<file path="src/rtl/lphp_pkg.sv">
// Shared constants and types for the lidar packet header parser.
`timescale 1ns / 1ps

package lphp_pkg;

    // Header byte values
    localparam logic [7:0] C_SYNC_FIRST  = 8'hAA;
    localparam logic [7:0] C_SYNC_SECOND = 8'h55;

    // Angle limits in 1/64 degree
    localparam logic [14:0] C_WRAP_HIGH = 15'd17280;  // 270 deg
    localparam logic [14:0] C_WRAP_LOW  = 15'd5760;   // 90 deg
    localparam logic [16:0] C_FULL_TURN = 17'd23040;  // 360 deg

    localparam logic [7:0] C_RESET_MAX_COUNT = 8'd80;

    // Result status codes
    localparam logic [1:0] C_ST_OK        = 2'd0;
    localparam logic [1:0] C_ST_BAD_SYNC  = 2'd1;
    localparam logic [1:0] C_ST_CHECK_BIT = 2'd2;
    localparam logic [1:0] C_ST_COUNT     = 2'd3;

    // Divider geometry
    localparam int C_DIV_W     = 32;
    localparam int C_DVSR_W    = 8;
    localparam int C_DIV_CNT_W = $clog2(C_DIV_W);
    localparam int C_STEP_W    = 23;

    typedef struct packed {
        logic                start;
        logic [C_DIV_W-1:0]  dividend;
        logic [C_DVSR_W-1:0] divisor;
    } t_div_req;

    typedef struct packed {
        logic               done;
        logic [C_DIV_W-1:0] quotient;
    } t_div_rsp;

endpackage

</file>
<file path="src/rtl/lphp_div.sv">
// Radix-2 restoring divider, one quotient bit per cycle.
`timescale 1ns / 1ps

module lphp_div (
    input  logic               i_clk,
    input  logic               i_rst_n,
    input  lphp_pkg::t_div_req i_req,
    output lphp_pkg::t_div_rsp o_rsp
);
    import lphp_pkg::*;

    logic                   r_busy;
    logic                   r_done;
    logic [C_DIV_CNT_W-1:0] r_cnt;
    logic [C_DVSR_W-1:0]    r_rem;
    logic [C_DVSR_W-1:0]    r_dvsr;
    logic [C_DIV_W-1:0]     r_quo;

    logic [C_DVSR_W:0]      n_trial;
    logic                   n_qbit;
    logic [C_DVSR_W:0]      n_diff;

    // remainder stays below the divisor, so the trial fits in one extra bit
    always_comb begin
        n_trial = {r_rem, r_quo[C_DIV_W-1]};
        n_diff  = n_trial - {1'b0, r_dvsr};
        n_qbit  = (n_trial >= {1'b0, r_dvsr});
    end

    always_ff @(posedge i_clk) begin
        if (!i_rst_n) begin
            r_busy <= 1'b0;
            r_done <= 1'b0;
            r_cnt  <= '0;
        end else begin
            r_done <= 1'b0;
            if (i_req.start) begin
                r_busy <= 1'b1;
                r_cnt  <= '0;
                r_rem  <= '0;
                r_dvsr <= i_req.divisor;
                r_quo  <= i_req.dividend;
            end else if (r_busy) begin
                r_rem <= n_qbit ? n_diff[C_DVSR_W-1:0] : n_trial[C_DVSR_W-1:0];
                r_quo <= {r_quo[C_DIV_W-2:0], n_qbit};
                r_cnt <= r_cnt + 1'b1;
                if (r_cnt == C_DIV_CNT_W'(C_DIV_W - 1)) begin
                    r_busy <= 1'b0;
                    r_done <= 1'b1;
                end
            end
        end
    end

    assign o_rsp.done     = r_done;
    assign o_rsp.quotient = r_quo;

endmodule

</file>
<file path="src/rtl/lidar_packet_header_parser_core.sv">
// Top level: byte-wise scan packet header parser with a step divider.
`timescale 1ns / 1ps

// Takes the lidar serial stream one byte per transaction and walks the
// 10-byte scan packet header: sync AA 55, type, sample count, first angle
// word, last angle word, checksum word (words little endian). A good header
// yields one result transaction with the decoded fields; a bad second sync
// byte (timestamp marker 66 included), a clear check bit in an angle word or
// a sample count above max_sample_count yields one error transaction with
// every field but status zero, and the parser goes back to hunting for sync.
// Runs of AA hold the sync. On the last header byte the step angle
// (span * 256) / (count - 1) goes to the bit-serial divider, and the
// input is held off (s_axis_tready low) until the result is valid. When
// the angles go backwards outside the 0/360 wrap window, the previous step
// is reused; counts of 0 or 1 give a step of 0, both without the divider.
// s_axis_tready also drops while a result waits and m_axis_tready is low.
// max_sample_count is written via i_cfg_wr_en / i_cfg_wr_data; the user
// must write it only while idle, as the block itself does not enforce it.

module lidar_packet_header_parser_core (
    input  logic        i_clk,
    input  logic        i_rst_n,
    // configuration: max_sample_count
    input  logic        i_cfg_wr_en,
    input  logic [7:0]  i_cfg_wr_data,
    // byte stream in
    input  logic        s_axis_tvalid,
    output logic        s_axis_tready,
    input  logic [7:0]  s_axis_tdata,   // [7:0] rx_byte
    // header results out
    output logic        m_axis_tvalid,
    input  logic        m_axis_tready,
    // [0] ring_start, [7:1] scan_freq, [15:8] sample_count,
    // [30:16] first_angle, [45:31] last_angle, [68:46] step_angle,
    // [84:69] packet_checksum, [87:85] zero
    output logic [87:0] m_axis_tdata,
    output logic [1:0]  m_axis_tuser    // [1:0] status
);
    import lphp_pkg::*;

    typedef enum logic [3:0] {
        S_HUNT,
        S_SYNC,
        S_TYPE,
        S_COUNT,
        S_FIRST_LO,
        S_FIRST_HI,
        S_LAST_LO,
        S_LAST_HI,
        S_CSUM_LO,
        S_CSUM_HI,
        S_DIVIDE
    } t_state;

    t_state r_state;

    // configuration and carried state
    logic [7:0]          r_max_count;
    logic [C_STEP_W-1:0] r_prev_step;

    // header capture
    logic [7:0]  r_type;
    logic [7:0]  r_count;
    logic [6:0]  r_angle_lo;   // bits 7..1 of the current angle low byte
    logic [14:0] r_first;
    logic [14:0] r_last;
    logic [7:0]  r_csum_lo;

    // output register
    logic                r_m_valid;
    logic [1:0]          r_status;
    logic                r_ring;
    logic [6:0]          r_freq;
    logic [7:0]          r_cnt_out;
    logic [14:0]         r_first_out;
    logic [14:0]         r_last_out;
    logic [C_STEP_W-1:0] r_step_out;
    logic [15:0]         r_csum_out;

    logic        n_in_acc;
    logic        n_fwd;
    logic        n_wrap;
    logic [16:0] n_span;
    t_div_req    n_div_req;
    t_div_rsp    w_div_rsp;

    assign s_axis_tready = (r_state != S_DIVIDE) && (!r_m_valid || m_axis_tready);
    assign n_in_acc      = s_axis_tvalid && s_axis_tready;

    // span in two's complement; the wrap formula can go negative, and the
    // divide then works on the 32-bit wrapped value
    always_comb begin
        n_fwd  = (r_last >= r_first);
        n_wrap = (r_first > C_WRAP_HIGH) && (r_last < C_WRAP_LOW);
        if (n_fwd) begin
            n_span = {2'b00, r_last} - {2'b00, r_first};
        end else begin
            n_span = C_FULL_TURN + {2'b00, r_last} - {2'b00, r_first};
        end
        n_div_req.start    = n_in_acc && (r_state == S_CSUM_HI) && (r_count > 8'd1)
                             && (n_fwd || n_wrap);
        n_div_req.dividend = {{7{n_span[16]}}, n_span, 8'h00};
        n_div_req.divisor  = r_count - 8'd1;
    end

    lphp_div u_div (
        .i_clk   (i_clk),
        .i_rst_n (i_rst_n),
        .i_req   (n_div_req),
        .o_rsp   (w_div_rsp)
    );

    always_ff @(posedge i_clk) begin
        if (!i_rst_n) begin
            r_state     <= S_HUNT;
            r_m_valid   <= 1'b0;
            r_max_count <= C_RESET_MAX_COUNT;
            r_prev_step <= '0;
        end else begin
            if (i_cfg_wr_en) begin
                r_max_count <= i_cfg_wr_data;
            end
            if (r_m_valid && m_axis_tready) begin
                r_m_valid <= 1'b0;
            end

            if (n_in_acc) begin
                // error result template; fields other than status are zero
                r_ring      <= 1'b0;
                r_freq      <= '0;
                r_cnt_out   <= '0;
                r_first_out <= '0;
                r_last_out  <= '0;
                r_step_out  <= '0;
                r_csum_out  <= '0;

                unique case (r_state) inside
                    S_SYNC: begin
                        if (s_axis_tdata == C_SYNC_SECOND) begin
                            r_state <= S_TYPE;
                        end else if (s_axis_tdata != C_SYNC_FIRST) begin
                            r_state   <= S_HUNT;
                            r_m_valid <= 1'b1;
                            r_status  <= C_ST_BAD_SYNC;
                        end
                    end
                    S_TYPE: begin
                        r_type  <= s_axis_tdata;
                        r_state <= S_COUNT;
                    end
                    S_COUNT: begin
                        r_count <= s_axis_tdata;
                        if (s_axis_tdata > r_max_count) begin
                            r_state   <= S_HUNT;
                            r_m_valid <= 1'b1;
                            r_status  <= C_ST_COUNT;
                        end else begin
                            r_state <= S_FIRST_LO;
                        end
                    end
                    S_FIRST_LO, S_LAST_LO: begin
                        r_angle_lo <= s_axis_tdata[7:1];
                        if (!s_axis_tdata[0]) begin
                            r_state   <= S_HUNT;
                            r_m_valid <= 1'b1;
                            r_status  <= C_ST_CHECK_BIT;
                        end else begin
                            r_state <= (r_state == S_FIRST_LO) ? S_FIRST_HI : S_LAST_HI;
                        end
                    end
                    S_FIRST_HI: begin
                        r_first <= {s_axis_tdata, r_angle_lo};
                        r_state <= S_LAST_LO;
                    end
                    S_LAST_HI: begin
                        r_last  <= {s_axis_tdata, r_angle_lo};
                        r_state <= S_CSUM_LO;
                    end
                    S_CSUM_LO: begin
                        r_csum_lo <= s_axis_tdata;
                        r_state   <= S_CSUM_HI;
                    end
                    S_CSUM_HI: begin
                        r_status    <= C_ST_OK;
                        r_ring      <= r_type[0];
                        r_freq      <= r_type[0] ? r_type[7:1] : 7'd0;
                        r_cnt_out   <= r_count;
                        r_first_out <= r_first;
                        r_last_out  <= r_last;
                        r_csum_out  <= {s_axis_tdata, r_csum_lo};
                        if (n_div_req.start) begin
                            r_state <= S_DIVIDE;
                        end else begin
                            // short count gives zero, backwards span reuses
                            r_step_out <= (r_count > 8'd1) ? r_prev_step : '0;
                            r_m_valid  <= 1'b1;
                            r_state    <= S_HUNT;
                        end
                    end
                    default: begin
                        r_state <= (s_axis_tdata == C_SYNC_FIRST) ? S_SYNC : S_HUNT;
                    end
                endcase
            end else if (r_state == S_DIVIDE && w_div_rsp.done) begin
                r_step_out  <= w_div_rsp.quotient[C_STEP_W-1:0];
                r_prev_step <= w_div_rsp.quotient[C_STEP_W-1:0];
                r_m_valid   <= 1'b1;
                r_state     <= S_HUNT;
            end
        end
    end

    assign m_axis_tvalid = r_m_valid;
    assign m_axis_tuser  = r_status;
    assign m_axis_tdata  = {3'b000, r_csum_out, r_step_out, r_last_out, r_first_out,
                            r_cnt_out, r_freq, r_ring};

endmodule

</file>
<file path="config.mk">
export PLATFORM = sky130hd
export DESIGN_NAME = lidar_packet_header_parser_core
export DESIGN_NICKNAME = d
export VERILOG_FILES = /design/src/rtl/lphp_pkg.sv /design/src/rtl/lphp_div.sv /design/src/rtl/lidar_packet_header_parser_core.sv
export SDC_FILE = /design/constraint.sdc
export NUM_CORES = 1
export LEC_CHECK = 0
export BUFFER_PORTS_ARGS = -buffer_cell sky130_fd_sc_hd__buf_2
export CAP_MARGIN = 10
export CORE_MARGIN = 2
export CORE_UTILIZATION = 35
export CTS_CLUSTER_DIAMETER = 30
export CTS_CLUSTER_SIZE = 25
export DETAILED_ROUTE_END_ITERATION = 8
export GPL_ROUTABILITY_DRIVEN = 0
export PLACE_DENSITY = 0.52
export SYNTH_ARGS = -nofsm -noshare
export SYNTH_HDL_FRONTEND = slang
export SYNTH_HIERARCHICAL = 1
export SYNTH_SLANG_ARGS = --single-unit
export TNS_END_PERCENT = 100
</file>
<file path="constraint.sdc">
create_clock -name i_clk -period 5 [get_ports i_clk]
set_clock_uncertainty 0.1 [all_clocks]
set_input_delay 0.25 -clock i_clk [delete_from_list [all_inputs] [get_ports i_clk]]
set_output_delay 0.25 -clock i_clk [all_outputs]
set_load 0.005 [all_outputs]
</file>
Word level (Yosys, flattened, before mapping):

Index checks and enable logic that the tools add are counted.

* bits in registers: 239
* output and inout bits: 92
* word-level logic and storage cells: 129

* add/sub/neg operators: 6
* order comparisons: 6
* equality and inequality tests: 20
* mux-type cells: 38
* bitwise logic cells: 3
* reductions and logical operators: 31

Operators by type and width (number)
* 23-bit 2-to-1 mux: 5
* 32-bit 2-to-1 mux: 2
* 4-bit one-hot mux with 8 select lines: 1
* 4-bit 2-to-1 mux: 5
* 3-bit AND reduction: 6
* 17-bit 2-to-1 mux: 1
* 16-bit by 15-bit subtractor with 17-bit output: 1
* 15-bit by 15-bit adder with 16-bit output (first input constant): 1
* 4-bit by 3-bit equality test with 1-bit output (second input constant): 4
* 8-bit 2-to-1 mux: 2
* 15-bit by 15-bit subtractor with 16-bit output: 1
* 15-bit >= comparator: 1
* 15-bit greater-than comparator (second input constant): 1
* 15-bit by 13-bit < comparator with 1-bit output (second input constant): 1
* 2-bit AND reduction: 7
* 1-bit 2-to-1 mux: 13
* 4-bit equality test (second input constant): 3
* 2-bit 2-to-1 mux: 5
* 9-bit by 8-bit >= comparator with 1-bit output: 1
* 4-bit by 2-bit equality test with 1-bit output (second input constant): 2
* 8-bit by 7-bit equality test with 1-bit output (second input constant): 1
* 8-bit equality test (second input constant): 1
* 8-bit by 1-bit greater-than comparator with 1-bit output (second input constant): 1
* 8-bit greater-than comparator: 1
* 22 further kinds: 37

Depth between registers and ports, before layout:

* word-level depth: 10
* depth in mapped cells: 14

Hierarchy:

The synthesis kept the hierarchy.

By module, submodules not included
* lidar_packet_header_parser_core: instances 1, cells each 766, area each 9014.9 sq um, sequential area each 5165.0 sq um
* lphp_div: instances 1, cells each 196, area each 2740.1 sq um, sequential area each 1581.5 sq um

Least setup slack after synthesis:

Ideal clock, no wire load.

* path kind: reg-to-reg
* start: reg r_state[2]
* end: reg r_first[0] (enable)
* setup time: 0.406 ns
* arrival time: 3.615 ns
* slack: 0.879 ns
* cell stages (with the launch flop): 9
* path buffers: 1
* cells stage by stage: dfxtp_1 > buf_2 > nor4bb_2 > nor2_1 > and2_1 > nand2_1 > inv_1 > nand2_1 > nor3_1

* cells in the longest elaborated chain, start to end: 4
* elaborated cells between the ends (all ways): 5
* those cells by class: eq/ne (2); reduce/logical (3)

Ends and longest elaborated chain
* start, declared: line lidar_packet_header_parser_core.sv:55 `t_state r_state;`
* start signal, assigned: line lidar_packet_header_parser_core.sv:168 `r_state <= (r_state == S_FIRST_LO) ? S_FIRST_HI : S_LAST_HI;`
* start signal, assigned: line lidar_packet_header_parser_core.sv:201 `r_state <= (s_axis_tdata == C_SYNC_FIRST) ? S_SYNC : S_HUNT;`
* 4-bit != test: line lidar_packet_header_parser_core.sv:87 `assign s_axis_tready = (r_state != S_DIVIDE) && (!r_m_valid || m_axis_tready);`
* 1-bit logical AND: line lidar_packet_header_parser_core.sv:87
* net s_axis_tready: line lidar_packet_header_parser_core.sv:28 `output logic s_axis_tready,`
* 1-bit logical AND: line lidar_packet_header_parser_core.sv:88 `assign n_in_acc = s_axis_tvalid && s_axis_tready;`
* 3-bit AND reduction (no line)
* end signal, assigned: line lidar_packet_header_parser_core.sv:172 `r_first <= {s_axis_tdata, r_angle_lo};`
* end, declared: line lidar_packet_header_parser_core.sv:65 `logic [14:0] r_first;`

The timed path passes the listed nets, and every way through them passes these cells.
A chain may end at the register's enable or synchronous reset.

==> impl_results.md <==
* Clock root buffer: clkbuf_16
* DIE AREA at ~35000 µm²
* Largest net degree at the start of global routing at 65
* Initial Util at 35.3%
* Distinct cells, synth at 84
* DR DRC count at 0
* Sequential share of power at roughly two fifths
* Via-to-Cell Ratio at just under 5
* Pins over their slew limit at 0
* Min Tclk post-route at between 3000 and 4000 ps
* Mapped Area at 11800 µm²
* Comb pwr share at about 2.2%
* Share of the synthesized area in the top cell type at 50.1%
* Crit path kind: flip-flop to flip-flop
* Pint at about 4.3 mW
* CP Capture Type: flip-flop
* First-pass GRT wire length at 45900 µm
* Row Count at 67
* CP cell instances: inv_1 -> ha_1 -> ha_1 -> inv_1 -> fa_1 -> and2b_1 -> o31ai_1 -> a221oi_1 -> a21oi_1 -> o31ai_1 -> xnor2_1 -> o21ai_0 -> mux2_2
* Pwr dens at 370 nW/µm²
* Grt ovf at 0
* Via count at around 8000
* IO Port Bufs at approximately 110
* Setup TNS at 0 ps
* Post-CTS Resized at 0
* Gr usage total at about 17%
* CP Buf/Inv Count at 2
* HPWL after DPL at about 20000 µm
* CTS HTree Levels at 2
* Syn Area/Cell at between 10 and 15 µm²
* # diodes at 0
* Setup Viol. Count Final at 0
* Most frequent cells in the layout: edfxtp_1 (196), buf_2 (109), nand2_1 (85)
* CTS Sinks at 239
* Final wirelength at 28800 µm
* Unrepaired setup endpoints after global routing: false
* Commonest non-fill, non-tap cell in the layout: edfxtp_1
* Seq/Total Area, Yosys at 57.4%
* Synth warn at 6
* Clk slew on worst S/H paths at 50 ps
* Worst EP required at ~5200 ps
* P&R area growth vs syn at 23.1%
* Clock buffer depth at 3
* Fmax at approximately 270 MHz
* Max Cap Viol at 0
* Filler cell count at 3123
* Layout cells sized above 1 at between 20 and 25%
* Core Box Area at about 33000 µm²
* CTS tree: built
* Hold Vio Cnt, Final at 0
* Tcrit/Tclk final at between 70% and 80%
* Top_reg_cell synth: edfxtp_1
* Final net count at 1200
* Async SR Flop Fraction at 0%
* Antenna violation net count after detailed routing at 0
* Psw at about 1.1 mW
* Number of buffers created by CTS at 48
* Top-level I/O count at 113
* Top Family by Delay on Critical Path: compound AO/OA/AOI/OAI gates
* Crit start category: flip-flop
* Drt pass-1 iters at 6
* Worst vdd ir at approximately 0.00027 V
* Starting DRT DRC Count at 430
* Number of flops mapped to enable cells by yosys at 196
* Initial antenna violation count at 0
* Clock share of power at between 50 and 60%
* Max_slew headroom at between 10% and 20%
* Hold WC Path Type: primary input to flip-flop
* Chip width at 187 µm
* Synth Instances at approximately 960
* Post-DR wirelength/cell at roughly 18 µm
* Die H at between 150 and 200 µm
* CP max stage cell: edfxtp_1
* Lkg Pwr at between 5 and 6 nW
* Worst skew pair latency at roughly 540 ps
* Slowest stage delay, CP at 490 ps
* Top cells by area, synth: edfxtp_1 (50%), dfxtp_1 (7.3%), ha_1 (5.6%)
* Worst-path maximum fanout at 4
* Area leader, netlist: edfxtp_1
* Slew @ Worst Pin at 1210 ps
* Critical Path AT at 3940 ps
* Synth Register Bits at approximately 240
* Vias in the first global route at 7990
* Outcome: completed
* Switch share at 20.4%
* Hold slack at 16.2 ps
layer usage:
metal	GRT usage, %	up-vias	wire length [µm]	part of all wire, %
met3	3.00	38	1040	3.6
met4	4.40	0	511	1.8
li1	-	3798	-	-
met1	22.7	3886	13300	46
met2	27.7	151	14000	48
met5	0	-	0	0
sequential cells by signal, indices dropped and copies added, names as in the netlist, 15 cells and up:
register	count
u_div/r_quo	32
r_prev_step	23
r_step_out	23
r_csum_out	16
r_first	15
r_first_out	15
r_last	15
r_last_out	15
logic make-up after synthesis:
kind of cell,after synthesis,synth area share [%]
AND/OR/NAND/NOR,284,13.2
flip-flops,239,57.4
AO/OA/AOI/OAI,190,11.3
buffers and inverters,107,3.86
adder cells (fa/ha/maj),66,7.86
multiplexers,42,3.92
XOR/XNOR,33,2.46
other,1,0.0319
synthesized netlist by cell type (5+ instances only):
cell        n
fa_1       13
edfxtp_1  196
nor3_1     12
nand2_1    85
o21ai_0    31
and2_1     60
nor2_1     41
nand3_1     8
a31oi_1     9
buf_4       6
mux2i_1    10
xor2_1      7
nand2b_1   12
nor4_1      8
nand4_1     7
or3_1       5
buf_2       6
dfxtp_1    43
o31ai_1     5
inv_1      68
a22o_1     23
mux2_2     32
o21a_1      6
ha_1       53
clkbuf_1   23
nor2b_1     7
a211oi_1    5
a21o_1      6
xnor2_1    26
and3_1     12
a21oi_1    59
through the flow:
step	area [µm²]	power [mW]	cells	utilization (%)	worst slack [ps]
finish	14500	5.36	1599	43.5	1230
detailed placement	12800	2.33	1501	38.5	1250
CTS	14500	5.42	1599	43.5	1230
floorplan	11800	2.27	972	-	879
global placement	12800	2.33	1501	38.5	1260
global route	14500	5.54	1599	43.5	1030
power groups by stage:
stage	registers (mW)	logic, mW	clock network (mW)
after floorplan	2.22	0.0481	0
after global placement	2.22	0.116	0
after detailed placement	2.22	0.117	0
after CTS	2.18	0.123	3.11
after global routing	2.18	0.133	3.23
final	2.18	0.119	3.06
final cells by class:
class	count	area (µm²)	share of cell area [%]
clock buffers	62	1270	8.81
clock inverters	26	283	1.95
inverters	68	255	1.76
multi-input cells	626	4620	31.9
flip-flops and latches	239	6750	46.6
well taps	448	561	3.87
repair buffers	130	728	5.03
worst paths after layout:
kind                                               from                           to  slack (ps)  cells past startpoint
worst min-delay path                            i_rst_n  r_max_count[6]$_SDFFE_PN1P_          20                      2
worst max register to register     r_first[1]$_DFFE_PP_    u_div/r_quo[23]$_DFFE_PP_        1230                     13
worst max-delay path               r_first[1]$_DFFE_PP_    u_div/r_quo[23]$_DFFE_PP_        1230                     13
worst min register to register  r_angle_lo[5]$_DFFE_PP_          r_last[5]$_DFFE_PP_         340                      0
timing repair:
item                      4_1_cts  5_1_grt
hold endpoints to repair       17        0
hold buffers                   10        0
setup buffers                   0        0
Power figures use the tool's default switching activity.
